### src/hw/rtl/scfd_pkg.sv
// Shared types, character codes and message tables for the serial command frame decoder.
`timescale 1ns / 1ps

package scfd_pkg;

    typedef logic [7:0] byte_t;

    localparam byte_t CH_S_LOW  = 8'h73;
    localparam byte_t CH_T_LOW  = 8'h74;
    localparam byte_t CH_P_LOW  = 8'h70;
    localparam byte_t CH_A      = 8'h41;
    localparam byte_t CH_D      = 8'h44;
    localparam byte_t CH_L      = 8'h4C;
    localparam byte_t CH_M      = 8'h4D;
    localparam byte_t CH_O      = 8'h4F;
    localparam byte_t CH_R      = 8'h52;
    localparam byte_t CH_S      = 8'h53;
    localparam byte_t CH_ONE    = 8'h31;
    localparam byte_t CH_EIGHT  = 8'h38;

    localparam logic [3:0] HDR_FIRST   = 4'd1;
    localparam logic [3:0] HDR_LAST    = 4'd14;
    localparam logic [4:0] PWD_LEN     = 5'd3;
    localparam logic [4:0] ECHO_MAX    = 5'd13;
    localparam logic [4:0] NOMATCH_LEN = 5'd11;
    localparam logic [4:0] ALARM_LEN   = 5'd9;
    localparam logic [4:0] MAX_RESULTS = 5'd16;

    localparam logic [1:0] ALARM_ARM = 2'd0;
    localparam logic [1:0] ALARM_DRM = 2'd1;
    localparam logic [1:0] ALARM_SOS = 2'd2;

    typedef struct packed {
        logic accept;
        logic gather;
        logic decide;
        logic emit;
    } ctrl_cmd_t;

    typedef struct packed {
        logic byte_is_t;
        logic gather_done;
        logic emit_done;
    } ctrl_sts_t;

    // "PWD"
    function automatic byte_t pwd_char(input logic [1:0] k);
        byte_t c;
        case (k)
            2'd0:    c = 8'h50;
            2'd1:    c = 8'h57;
            2'd2:    c = 8'h44;
            default: c = 8'h00;
        endcase
        return c;
    endfunction

    // "\n not match"
    function automatic byte_t nomatch_char(input logic [3:0] k);
        byte_t c;
        case (k)
            4'd0:    c = 8'h0A;
            4'd1:    c = 8'h20;
            4'd2:    c = 8'h6E;
            4'd3:    c = 8'h6F;
            4'd4:    c = 8'h74;
            4'd5:    c = 8'h20;
            4'd6:    c = 8'h6D;
            4'd7:    c = 8'h61;
            4'd8:    c = 8'h74;
            4'd9:    c = 8'h63;
            4'd10:   c = 8'h68;
            default: c = 8'h00;
        endcase
        return c;
    endfunction

    // "SSGP0n" follows the three password bytes
    function automatic byte_t alarm_char(input logic [3:0] k, input logic [1:0] code);
        byte_t c;
        case (k)
            4'd3:    c = 8'h53;
            4'd4:    c = 8'h53;
            4'd5:    c = 8'h47;
            4'd6:    c = 8'h50;
            4'd7:    c = 8'h30;
            4'd8:    c = CH_ONE + {6'd0, code};
            default: c = 8'h00;
        endcase
        return c;
    endfunction

endpackage

### src/hw/rtl/scfd_ram.sv
// Generic single-write, single-read RAM with registered read data.
`timescale 1ns / 1ps

module scfd_ram #(
    parameter int WIDTH = 8,
    parameter int DEPTH = 16
) (
    input  logic                     clk,
    input  logic                     we,
    input  logic [$clog2(DEPTH)-1:0] waddr,
    input  logic [WIDTH-1:0]         wdata,
    input  logic                     re,
    input  logic [$clog2(DEPTH)-1:0] raddr,
    output logic [WIDTH-1:0]         rdata
);

    logic [WIDTH-1:0] mem [0:DEPTH-1];
    logic [WIDTH-1:0] rdata_reg;

    always_ff @(posedge clk)
    begin
        if (we)
        begin
            mem[waddr] <= wdata;
        end
        if (re)
        begin
            rdata_reg <= mem[raddr];
        end
    end

    assign rdata = rdata_reg;

endmodule

### src/hw/rtl/scfd_ctrl.sv
// Controller state machine: accept, header gather, decode and result emission.
`timescale 1ns / 1ps

module scfd_ctrl (
    input  logic                 clk,
    input  logic                 rst_n,
    input  logic                 s_tvalid,
    output logic                 s_tready,
    output scfd_pkg::ctrl_cmd_t  cmd,
    input  scfd_pkg::ctrl_sts_t  sts
);

    import scfd_pkg::*;

    localparam logic [1:0] ST_IDLE   = 2'd0;
    localparam logic [1:0] ST_GATHER = 2'd1;
    localparam logic [1:0] ST_DECIDE = 2'd2;
    localparam logic [1:0] ST_EMIT   = 2'd3;

    logic [1:0] state_reg;
    logic [1:0] state_next;

    always_comb
    begin
        state_next = state_reg;
        cmd        = '0;
        s_tready   = 1'b0;
        case (state_reg)
            ST_IDLE:
            begin
                s_tready   = 1'b1;
                cmd.accept = s_tvalid;
                if (s_tvalid)
                begin
                    state_next = sts.byte_is_t ? ST_GATHER : ST_EMIT;
                end
            end
            ST_GATHER:
            begin
                cmd.gather = 1'b1;
                if (sts.gather_done)
                begin
                    state_next = ST_DECIDE;
                end
            end
            ST_DECIDE:
            begin
                cmd.decide = 1'b1;
                state_next = ST_EMIT;
            end
            ST_EMIT:
            begin
                cmd.emit = 1'b1;
                if (sts.emit_done)
                begin
                    state_next = ST_IDLE;
                end
            end
            default:
            begin
                state_next = ST_IDLE;
            end
        endcase
    end

    always_ff @(posedge clk or negedge rst_n)
    begin
        if (!rst_n)
        begin
            state_reg <= ST_IDLE;
        end
        else
        begin
            state_reg <= state_next;
        end
    end

endmodule

### src/hw/rtl/scfd_datapath.sv
// Datapath: frame buffer, password, lights, frame decode and result register.
`timescale 1ns / 1ps

module scfd_datapath #(
    parameter int FRAME_BYTES = 16
) (
    input  logic                 clk,
    input  logic                 rst_n,
    input  logic [7:0]           s_tdata,
    input  scfd_pkg::ctrl_cmd_t  cmd,
    output scfd_pkg::ctrl_sts_t  sts,
    input  logic                 cfg_wen,
    input  logic                 cfg_wdata,
    output logic                 m_tvalid,
    input  logic                 m_tready,
    output logic [23:0]          m_tdata,
    output logic                 m_tlast
);

    import scfd_pkg::*;

    localparam int AW  = $clog2(FRAME_BYTES);
    localparam int WPW = $clog2(FRAME_BYTES + 1);
    localparam logic [WPW-1:0] WP_LIMIT = WPW'(FRAME_BYTES);
    localparam logic [WPW-1:0] WP_ONE   = WPW'(1);
    localparam logic [WPW-1:0] WP_TWO   = WPW'(2);
    localparam logic [WPW-1:0] WP_THREE = WPW'(3);
    localparam logic [WPW-1:0] WP_FOUR  = WPW'(4);

    localparam logic [1:0] MSG_NONE    = 2'd0;
    localparam logic [1:0] MSG_LEARN   = 2'd1;
    localparam logic [1:0] MSG_NOMATCH = 2'd2;
    localparam logic [1:0] MSG_ALARM   = 2'd3;

    logic [WPW-1:0]         wp_reg;
    logic [WPW-1:0]         wp_next;
    logic [WPW-1:0]         end_reg;
    logic [FRAME_BYTES-1:0] vld_reg;
    logic                   learn_mode_reg;
    byte_t                  pw_reg [0:2];
    byte_t                  pw_next [0:2];
    logic [7:0]             lights_reg;
    logic [7:0]             lights_next;
    logic [3:0]             rd_idx_reg;
    logic                   pend_reg;
    logic [3:0]             pidx_reg;
    logic                   pvld_reg;
    byte_t                  hdr_reg [1:14];
    logic [1:0]             msg_reg;
    logic [1:0]             msg_next;
    logic [4:0]             cnt_reg;
    logic [4:0]             cnt_next;
    logic [1:0]             alarm_reg;
    logic [1:0]             alarm_next;
    logic                   alarm_vld_reg;
    logic                   alarm_vld_next;
    logic [3:0]             k_reg;
    logic                   out_vld_reg;
    logic [19:0]            out_data_reg;
    logic                   out_last_reg;

    logic                   byte_s;
    logic                   byte_t_hit;
    logic                   wr_en;
    logic                   rd_en;
    logic                   rd_in_range;
    byte_t                  ram_q;
    logic [WPW-1:0]         echo_n;
    logic                   pw_match;
    byte_t                  emit_byte;
    logic                   emit_last;
    logic                   out_free;
    logic                   push;

    assign byte_s      = (s_tdata == CH_S_LOW);
    assign byte_t_hit  = (s_tdata == CH_T_LOW);
    assign wr_en       = cmd.accept && !byte_s && (wp_reg < WP_LIMIT);
    assign rd_en       = cmd.gather && (rd_idx_reg <= HDR_LAST);
    assign rd_in_range = (WPW'(rd_idx_reg) < WP_LIMIT);

    scfd_ram #(
        .WIDTH (8),
        .DEPTH (FRAME_BYTES)
    ) u_frame_ram (
        .clk   (clk),
        .we    (wr_en),
        .waddr (AW'(wp_reg)),
        .wdata (s_tdata),
        .re    (rd_en),
        .raddr (AW'(rd_idx_reg)),
        .rdata (ram_q)
    );

    always_comb
    begin
        wp_next = wp_reg;
        if (byte_s || byte_t_hit)
        begin
            wp_next = WP_ONE;
        end
        else if (wp_reg < WP_LIMIT)
        begin
            wp_next = wp_reg + WP_ONE;
        end
    end

    // frame decode from the gathered header bytes
    assign pw_match = (hdr_reg[1] == pw_reg[0]) && (hdr_reg[2] == pw_reg[1]) &&
                      (hdr_reg[3] == pw_reg[2]);
    assign echo_n   = (end_reg > WP_TWO) ? (end_reg - WP_TWO) : '0;

    always_comb
    begin
        pw_next        = pw_reg;
        lights_next    = lights_reg;
        msg_next       = MSG_NONE;
        cnt_next       = '0;
        alarm_next     = ALARM_ARM;
        alarm_vld_next = 1'b0;
        if (learn_mode_reg)
        begin
            msg_next = MSG_LEARN;
            if (echo_n >= WPW'(ECHO_MAX))
            begin
                cnt_next = MAX_RESULTS;
            end
            else
            begin
                cnt_next = 5'(echo_n) + PWD_LEN;
            end
            if (hdr_reg[1] == CH_P_LOW)
            begin
                if (WP_TWO <= end_reg)
                begin
                    pw_next[0] = hdr_reg[2];
                end
                if (WP_THREE <= end_reg)
                begin
                    pw_next[1] = hdr_reg[3];
                end
                if (WP_FOUR <= end_reg)
                begin
                    pw_next[2] = hdr_reg[4];
                end
            end
        end
        else if (!pw_match)
        begin
            msg_next = MSG_NOMATCH;
            cnt_next = NOMATCH_LEN;
        end
        else if (hdr_reg[4] == CH_A)
        begin
            if ((hdr_reg[7] == CH_L) && (hdr_reg[8] inside {[CH_ONE:CH_EIGHT]}))
            begin
                lights_next[3'(hdr_reg[8] - CH_ONE)] = ~lights_reg[3'(hdr_reg[8] - CH_ONE)];
            end
        end
        else if (hdr_reg[4] == CH_S)
        begin
            if ((hdr_reg[8] == CH_A) && (hdr_reg[9] == CH_R) && (hdr_reg[10] == CH_M))
            begin
                msg_next       = MSG_ALARM;
                cnt_next       = ALARM_LEN;
                alarm_next     = ALARM_ARM;
                alarm_vld_next = 1'b1;
            end
            else if ((hdr_reg[8] == CH_D) && (hdr_reg[9] == CH_R) && (hdr_reg[10] == CH_M))
            begin
                msg_next       = MSG_ALARM;
                cnt_next       = ALARM_LEN;
                alarm_next     = ALARM_DRM;
                alarm_vld_next = 1'b1;
            end
            else if ((hdr_reg[8] == CH_S) && (hdr_reg[9] == CH_O) && (hdr_reg[10] == CH_S))
            begin
                msg_next       = MSG_ALARM;
                cnt_next       = ALARM_LEN;
                alarm_next     = ALARM_SOS;
                alarm_vld_next = 1'b1;
            end
        end
    end

    // result byte for step k of the current message
    always_comb
    begin
        case (msg_reg)
            MSG_LEARN:
            begin
                emit_byte = (k_reg < 4'd3) ? pwd_char(k_reg[1:0]) : hdr_reg[k_reg - 4'd1];
            end
            MSG_NOMATCH:
            begin
                emit_byte = nomatch_char(k_reg);
            end
            MSG_ALARM:
            begin
                emit_byte = (k_reg < 4'd3) ? pw_reg[k_reg[1:0]] : alarm_char(k_reg, alarm_reg);
            end
            default:
            begin
                emit_byte = 8'h00;
            end
        endcase
    end

    assign emit_last = (cnt_reg == 5'd0) || ((5'(k_reg) + 5'd1) == cnt_reg);
    assign out_free  = !out_vld_reg || m_tready;
    assign push      = cmd.emit && out_free;

    assign sts.byte_is_t   = byte_t_hit;
    assign sts.gather_done = pend_reg && (pidx_reg == HDR_LAST);
    assign sts.emit_done   = push && emit_last;

    always_ff @(posedge clk or negedge rst_n)
    begin
        if (!rst_n)
        begin
            wp_reg         <= '0;
            end_reg        <= '0;
            vld_reg        <= '0;
            learn_mode_reg <= 1'b0;
            pw_reg[0]      <= '0;
            pw_reg[1]      <= '0;
            pw_reg[2]      <= '0;
            lights_reg     <= '0;
            rd_idx_reg     <= HDR_FIRST;
            pend_reg       <= 1'b0;
            pidx_reg       <= HDR_FIRST;
            pvld_reg       <= 1'b0;
            msg_reg        <= MSG_NONE;
            cnt_reg        <= '0;
            alarm_reg      <= ALARM_ARM;
            alarm_vld_reg  <= 1'b0;
            k_reg          <= '0;
            out_vld_reg    <= 1'b0;
        end
        else
        begin
            if (cfg_wen)
            begin
                learn_mode_reg <= cfg_wdata;
            end
            if (wr_en)
            begin
                vld_reg[AW'(wp_reg)] <= 1'b1;
            end
            if (cmd.accept)
            begin
                wp_reg        <= wp_next;
                end_reg       <= wp_reg;
                rd_idx_reg    <= HDR_FIRST;
                msg_reg       <= MSG_NONE;
                cnt_reg       <= '0;
                alarm_reg     <= ALARM_ARM;
                alarm_vld_reg <= 1'b0;
                k_reg         <= '0;
            end
            pend_reg <= rd_en;
            if (rd_en)
            begin
                rd_idx_reg <= rd_idx_reg + 4'd1;
                pidx_reg   <= rd_idx_reg;
                pvld_reg   <= rd_in_range && vld_reg[AW'(rd_idx_reg)];
            end
            if (cmd.decide)
            begin
                pw_reg        <= pw_next;
                lights_reg    <= lights_next;
                msg_reg       <= msg_next;
                cnt_reg       <= cnt_next;
                alarm_reg     <= alarm_next;
                alarm_vld_reg <= alarm_vld_next;
                k_reg         <= '0;
            end
            if (push)
            begin
                k_reg       <= k_reg + 4'd1;
                out_vld_reg <= 1'b1;
            end
            else if (m_tready)
            begin
                out_vld_reg <= 1'b0;
            end
        end
    end

    always_ff @(posedge clk)
    begin
        if (pend_reg)
        begin
            hdr_reg[pidx_reg] <= pvld_reg ? ram_q : 8'h00;
        end
        if (push)
        begin
            out_data_reg <= {lights_reg, alarm_vld_reg, alarm_reg, (cnt_reg != 5'd0),
                             (cnt_reg != 5'd0) ? emit_byte : 8'h00};
            out_last_reg <= emit_last;
        end
    end

    assign m_tvalid = out_vld_reg;
    assign m_tdata  = {4'd0, out_data_reg};
    assign m_tlast  = out_last_reg;

endmodule

### src/hw/rtl/serial_command_frame_decoder_top.sv
// Top level of the serial command frame decoder.
// A byte other than 't' yields a single result via the emit state and output register.
// A 't' byte gathers 14 header bytes, decodes, then emits N results at one per cycle
// while m_tready does not stall them; the next byte is taken only after the last one.
// Throughput is set by the gather on the RAM's single read port and by the emission.
// Reset (rst_n low, asynchronous) clears buffer valid bits, password, lights and mode.
`timescale 1ns / 1ps

module serial_command_frame_decoder_top #(
    parameter int FRAME_BYTES = 16
) (
    input  logic        clk,
    input  logic        rst_n,
    input  logic        s_tvalid,
    output logic        s_tready,
    input  logic [7:0]  s_tdata,   // [7:0] rx_byte
    output logic        m_tvalid,
    input  logic        m_tready,
    output logic [23:0] m_tdata,   // [7:0] tx_byte, [8] tx_valid, [10:9] alarm_code,
                                   // [11] alarm_valid, [19:12] lights, [23:20] zero
    output logic        m_tlast,   // last
    input  logic        cfg_wen,
    input  logic        cfg_wdata  // learn_mode
);

    import scfd_pkg::*;

    ctrl_cmd_t cmd;
    ctrl_sts_t sts;

    scfd_ctrl u_ctrl (
        .clk      (clk),
        .rst_n    (rst_n),
        .s_tvalid (s_tvalid),
        .s_tready (s_tready),
        .cmd      (cmd),
        .sts      (sts)
    );

    scfd_datapath #(
        .FRAME_BYTES (FRAME_BYTES)
    ) u_datapath (
        .clk       (clk),
        .rst_n     (rst_n),
        .s_tdata   (s_tdata),
        .cmd       (cmd),
        .sts       (sts),
        .cfg_wen   (cfg_wen),
        .cfg_wdata (cfg_wdata),
        .m_tvalid  (m_tvalid),
        .m_tready  (m_tready),
        .m_tdata   (m_tdata),
        .m_tlast   (m_tlast)
    );

    a_cmd_exclusive: assert property (@(posedge clk) disable iff (!rst_n)
        $onehot0({cmd.accept, cmd.gather, cmd.decide, cmd.emit}))
        else $error("controller issued more than one command");

    a_plain_byte_emits: assert property (@(posedge clk) disable iff (!rst_n)
        cmd.accept && !sts.byte_is_t |=> cmd.emit)
        else $error("non-terminating byte did not go straight to emission");

    a_gather_to_decide: assert property (@(posedge clk) disable iff (!rst_n)
        sts.gather_done |=> cmd.decide)
        else $error("header gather did not hand over to decode");

    a_silent_is_last: assert property (@(posedge clk) disable iff (!rst_n)
        m_tvalid && !m_tdata[8] |-> m_tlast)
        else $error("result without a byte to send is not the final one");

endmodule

### config.mk
export PLATFORM = sky130hd
export DESIGN_NAME = serial_command_frame_decoder_top
export DESIGN_NICKNAME = d
export VERILOG_FILES = /design/src/hw/rtl/scfd_pkg.sv /design/src/hw/rtl/scfd_ram.sv /design/src/hw/rtl/scfd_ctrl.sv /design/src/hw/rtl/scfd_datapath.sv /design/src/hw/rtl/serial_command_frame_decoder_top.sv
export SDC_FILE = /design/constraint.sdc
export NUM_CORES = 1
export LEC_CHECK = 0
export ABC_AREA = 1
export BUFFER_PORTS_ARGS = -buffer_cell sky130_fd_sc_hd__buf_2
export CAP_MARGIN = 20
export CORE_ASPECT_RATIO = 2
export CORE_UTILIZATION = 30
export DETAILED_ROUTE_END_ITERATION = 10
export GPL_ROUTABILITY_DRIVEN = 1
export SETUP_SLACK_MARGIN = 0.5
export SKIP_CTS_REPAIR_TIMING = 1
export SLEW_MARGIN = 20
export SYNTH_ARGS = -nofsm -noshare
export SYNTH_HDL_FRONTEND = slang
export SYNTH_HIERARCHICAL = 1
export SYNTH_SLANG_ARGS = --single-unit
### constraint.sdc
create_clock -name clk -period 6.6 [get_ports clk]
set_input_delay 0.33 -clock clk [delete_from_list [all_inputs] [get_ports clk]]
set_output_delay 0.33 -clock clk [all_outputs]
set_load 0.1 [all_outputs]
==> results.json <==
{
  "cts.sinks": 371,
  "drc": 0,
  "hold_depth": 2,
  "cts-buffers-inserted": 36,
  "fmax_ghz": 0.283,
  "diodes": 0,
  "nets": 1932,
  "grtUsageTotal_pct": 17.2,
  "max_cap_viol_count": 0,
  "finalCritPeriodShare_pct": 53.5,
  "postRouteAntennaNets": 0,
  "clockBufferDepth": 3,
  "grt_util_met2_pct": 34.4,
  "finalSetupTns_ps": 0,
  "syn_avg_cell_area_um2": 9.47,
  "grt_max_degree": 82,
  "setup_viol": 0,
  "crit-reg2reg-capture": "u_datapath/u_frame_ram/mem[4][0]",
  "initial_core_util_pct": 30.5,
  "synthCells": 1872,
  "wire_per_inst_um": 19.1,
  "rows": 125,
  "cp-end-kind": "flip-flop",
  "synthMuxAreaShare_pct": 0.127,
  "synth-seq-cells": 371,
  "power_density_nw_per_um2": 429,
  "die_w_um": 174,
  "cp_max_fo": 14,
  "synth-async-reset-ratio_pct": 23.2,
  "htreeDepth": 2,
  "coreArea_um2": 58200,
  "leakagePower_nw": 8.21,
  "synth-compound-area-share_pct": 7.24,
  "cts.clk_slew.worst_paths_ps": 60,
  "drt-total-wl_mm": 51.3,
  "grt-ovfl-total": 0,
  "antenna_found_initial": 1,
  "synth_fa_ha_area_share_pct": 1.98,
  "synth.largest_area_cell": "edfxtp_1",
  "rsz0062_at_grt": "false",
  "synth_area_leaders": "edfxtp_1, dfrtp_1, nand2_1",
  "finClkSkew_ps": 42.9,
  "maxSlewHeadroom_pct": 30.8,
  "ys_warn_count": 6,
  "use_met1_pct": 14.7,
  "peakVddDrop_mv": 0.217,
  "outcome": "finished, final reports clean",
  "reg2reg_from": "u_ctrl/state_reg[1]",
  "finalCriticalPeriod_ps": 3530,
  "final_common_cell": "nand2_1",
  "synth_xor_xnor_area_share_pct": 0.593,
  "fill_cells": 5911,
  "synth_edf_count": 285,
  "stdcell_count": 2679,
  "clk_latency_ps": 540,
  "min_to": "u_datapath/learn_mode_reg",
  "syn-cell-area_um2": 17700,
  "fp.dieH_um": 346,
  "grt_use_met3_pct": 1.76,
  "vias_per_cell": 4.80,
  "hold_start": "cfg_wdata",
  "port_buffers": 36,
  "synth_top_family_by_area": "simple AND/OR/NAND/NOR gates",
  "die_area_um2": 60100,
  "ioPinCount": 41,
  "cp.arrival_ps": 3670,
  "synth_top_area_share_pct": 48.3,
  "drive_above_1_share_pct": 7.36,
  "synth_flop_cell": "edfxtp_1",
  "busiest_layer": "met2",
  "placed_cells_incl_taps": 2613,
  "worstMarginPinSlew_ps": 1040,
  "reg2reg_slack_ps": 3070,
  "routabilityCongestion": 0.948,
  "rr_worst_depth": 10,
  "root_buffer": "clkbuf_16",
  "grt_pass1_vias": 13200,
  "dr.first_iter.drc_count": 953,
  "syn_to_final_growth_pct": 11.2,
  "seq_area_frac_synth_pct": 60.4,
  "power.total_w": 0.00845,
  "detail_route.first_pass.iterations": 5,
  "startpoint_type": "flip-flop",
  "crit_type": "reg -> reg",
  "final_cell_mix": "nand2_1, edfxtp_1, inv_1",
  "vias": 12800,
  "cp_data_required_time_ps": 6740,
  "hpwl_mm": 37.8,
  "synth_cell_types": 50,
  "synth_simple_gate_area_share_pct": 21.2,
  "cts_tree": "built",
  "slew_violations": 0,
  "grt_pass1_wl_mm": 77.3,
  "hp-class": "in -> reg",
  "finalHoldViolCount": 0
}
## kinds of logic (layout without fill, tap and decap cells)
logic type                 count (synthesis)  count (layout)
other                                      1               4
adders and majority gates                 28              28
and+or+nand+nor                          883             883
AOI/OAI and AO/OA                        229             229
xor gates and xnor gates                  12              12
muxes                                      2               2
buffers and inverters                    346             388
DFF                                      371             371
## synthesized netlist by cell type (3+ instances only)
| library cell | count |
|---|---|
| a21oi_1 | 79 |
| a22oi_1 | 6 |
| a31o_2 | 5 |
| a31oi_1 | 6 |
| buf_2 | 31 |
| buf_4 | 14 |
| buf_6 | 9 |
| clkbuf_1 | 12 |
| dfrtp_1 | 84 |
| edfxtp_1 | 285 |
| ha_1 | 28 |
| inv_1 | 266 |
| inv_2 | 10 |
| nand2_1 | 493 |
| nand3_1 | 210 |
| nand3b_1 | 5 |
| nand4_1 | 22 |
| nor2_1 | 123 |
| nor2_2 | 4 |
| nor2_4 | 3 |
| nor3_1 | 9 |
| nor4_1 | 4 |
| o211ai_1 | 13 |
| o21ai_0 | 96 |
| o21bai_1 | 4 |
| o22ai_1 | 7 |
| o31ai_1 | 4 |
| or2_2 | 3 |
| xnor2_1 | 3 |
| xor2_1 | 9 |
## final cells by class
type	count	area [µm²]	share of cell area [%]
sequential	371	10700	54.4
multi-input combinational	1158	5540	28.1
inverter	277	1040	5.29
tap	762	953	4.84
clock buffer	42	937	4.76
timing repair buffer	46	260	1.32
clock inverter	23	255	1.30
## how the worst max path moves through the flow
stage | from | cells past startpoint | to
after floorplan | u_ctrl/state_reg[0] | 11 | u_datapath/u_frame_ram/mem[12][0]
after global placement | u_ctrl/state_reg[0] | 10 | u_datapath/u_frame_ram/mem[4][0]
after detailed placement | u_ctrl/state_reg[1] | 10 | u_datapath/u_frame_ram/mem[14][2]
after CTS | u_ctrl/state_reg[1] | 10 | u_datapath/u_frame_ram/mem[14][2]
after global routing | u_ctrl/state_reg[0] | 10 | u_datapath/u_frame_ram/mem[14][4]
final | u_ctrl/state_reg[1] | 10 | u_datapath/u_frame_ram/mem[4][0]
## worst max-delay path: stages (launching register included)
cell	delay, ps
dfrtp_1	420
inv_1	100
ha_1	240
nand2_1	70
inv_1	260
inv_1	100
nor2_1	250
inv_1	200
nor2_2	640
nand3b_1	290
nor2_1	570
## where the power goes
group	internal, W	leakage [nW]	switching, W
Combinational	0.000779	3.94	0.00241
Sequential	0.00294	3.69	0.000224
Clock	0.00119	0.575	0.000899
Total	0.00491	8.21	0.00353
## metal layers
layer,routed length [µm],up-vias
met5,0,-
met4,4600,0
met1,15900,5997
met2,28900,433
met3,1860,185
li1,-,6231
## stage by stage
step	cell area, µm²	hold slack, ps	setup WS [ps]	utilization (%)
final	19700	47.9	3070	33.9
after global routing	19700	47.3	2740	33.9
after CTS	19700	-248	2760	33.8
after global placement	18500	321	2820	31.8
after floorplan	17700	34.4	3400	-
after detailed placement	18500	326	2810	31.8
Note: power is estimated with default switching activity, not from simulation.
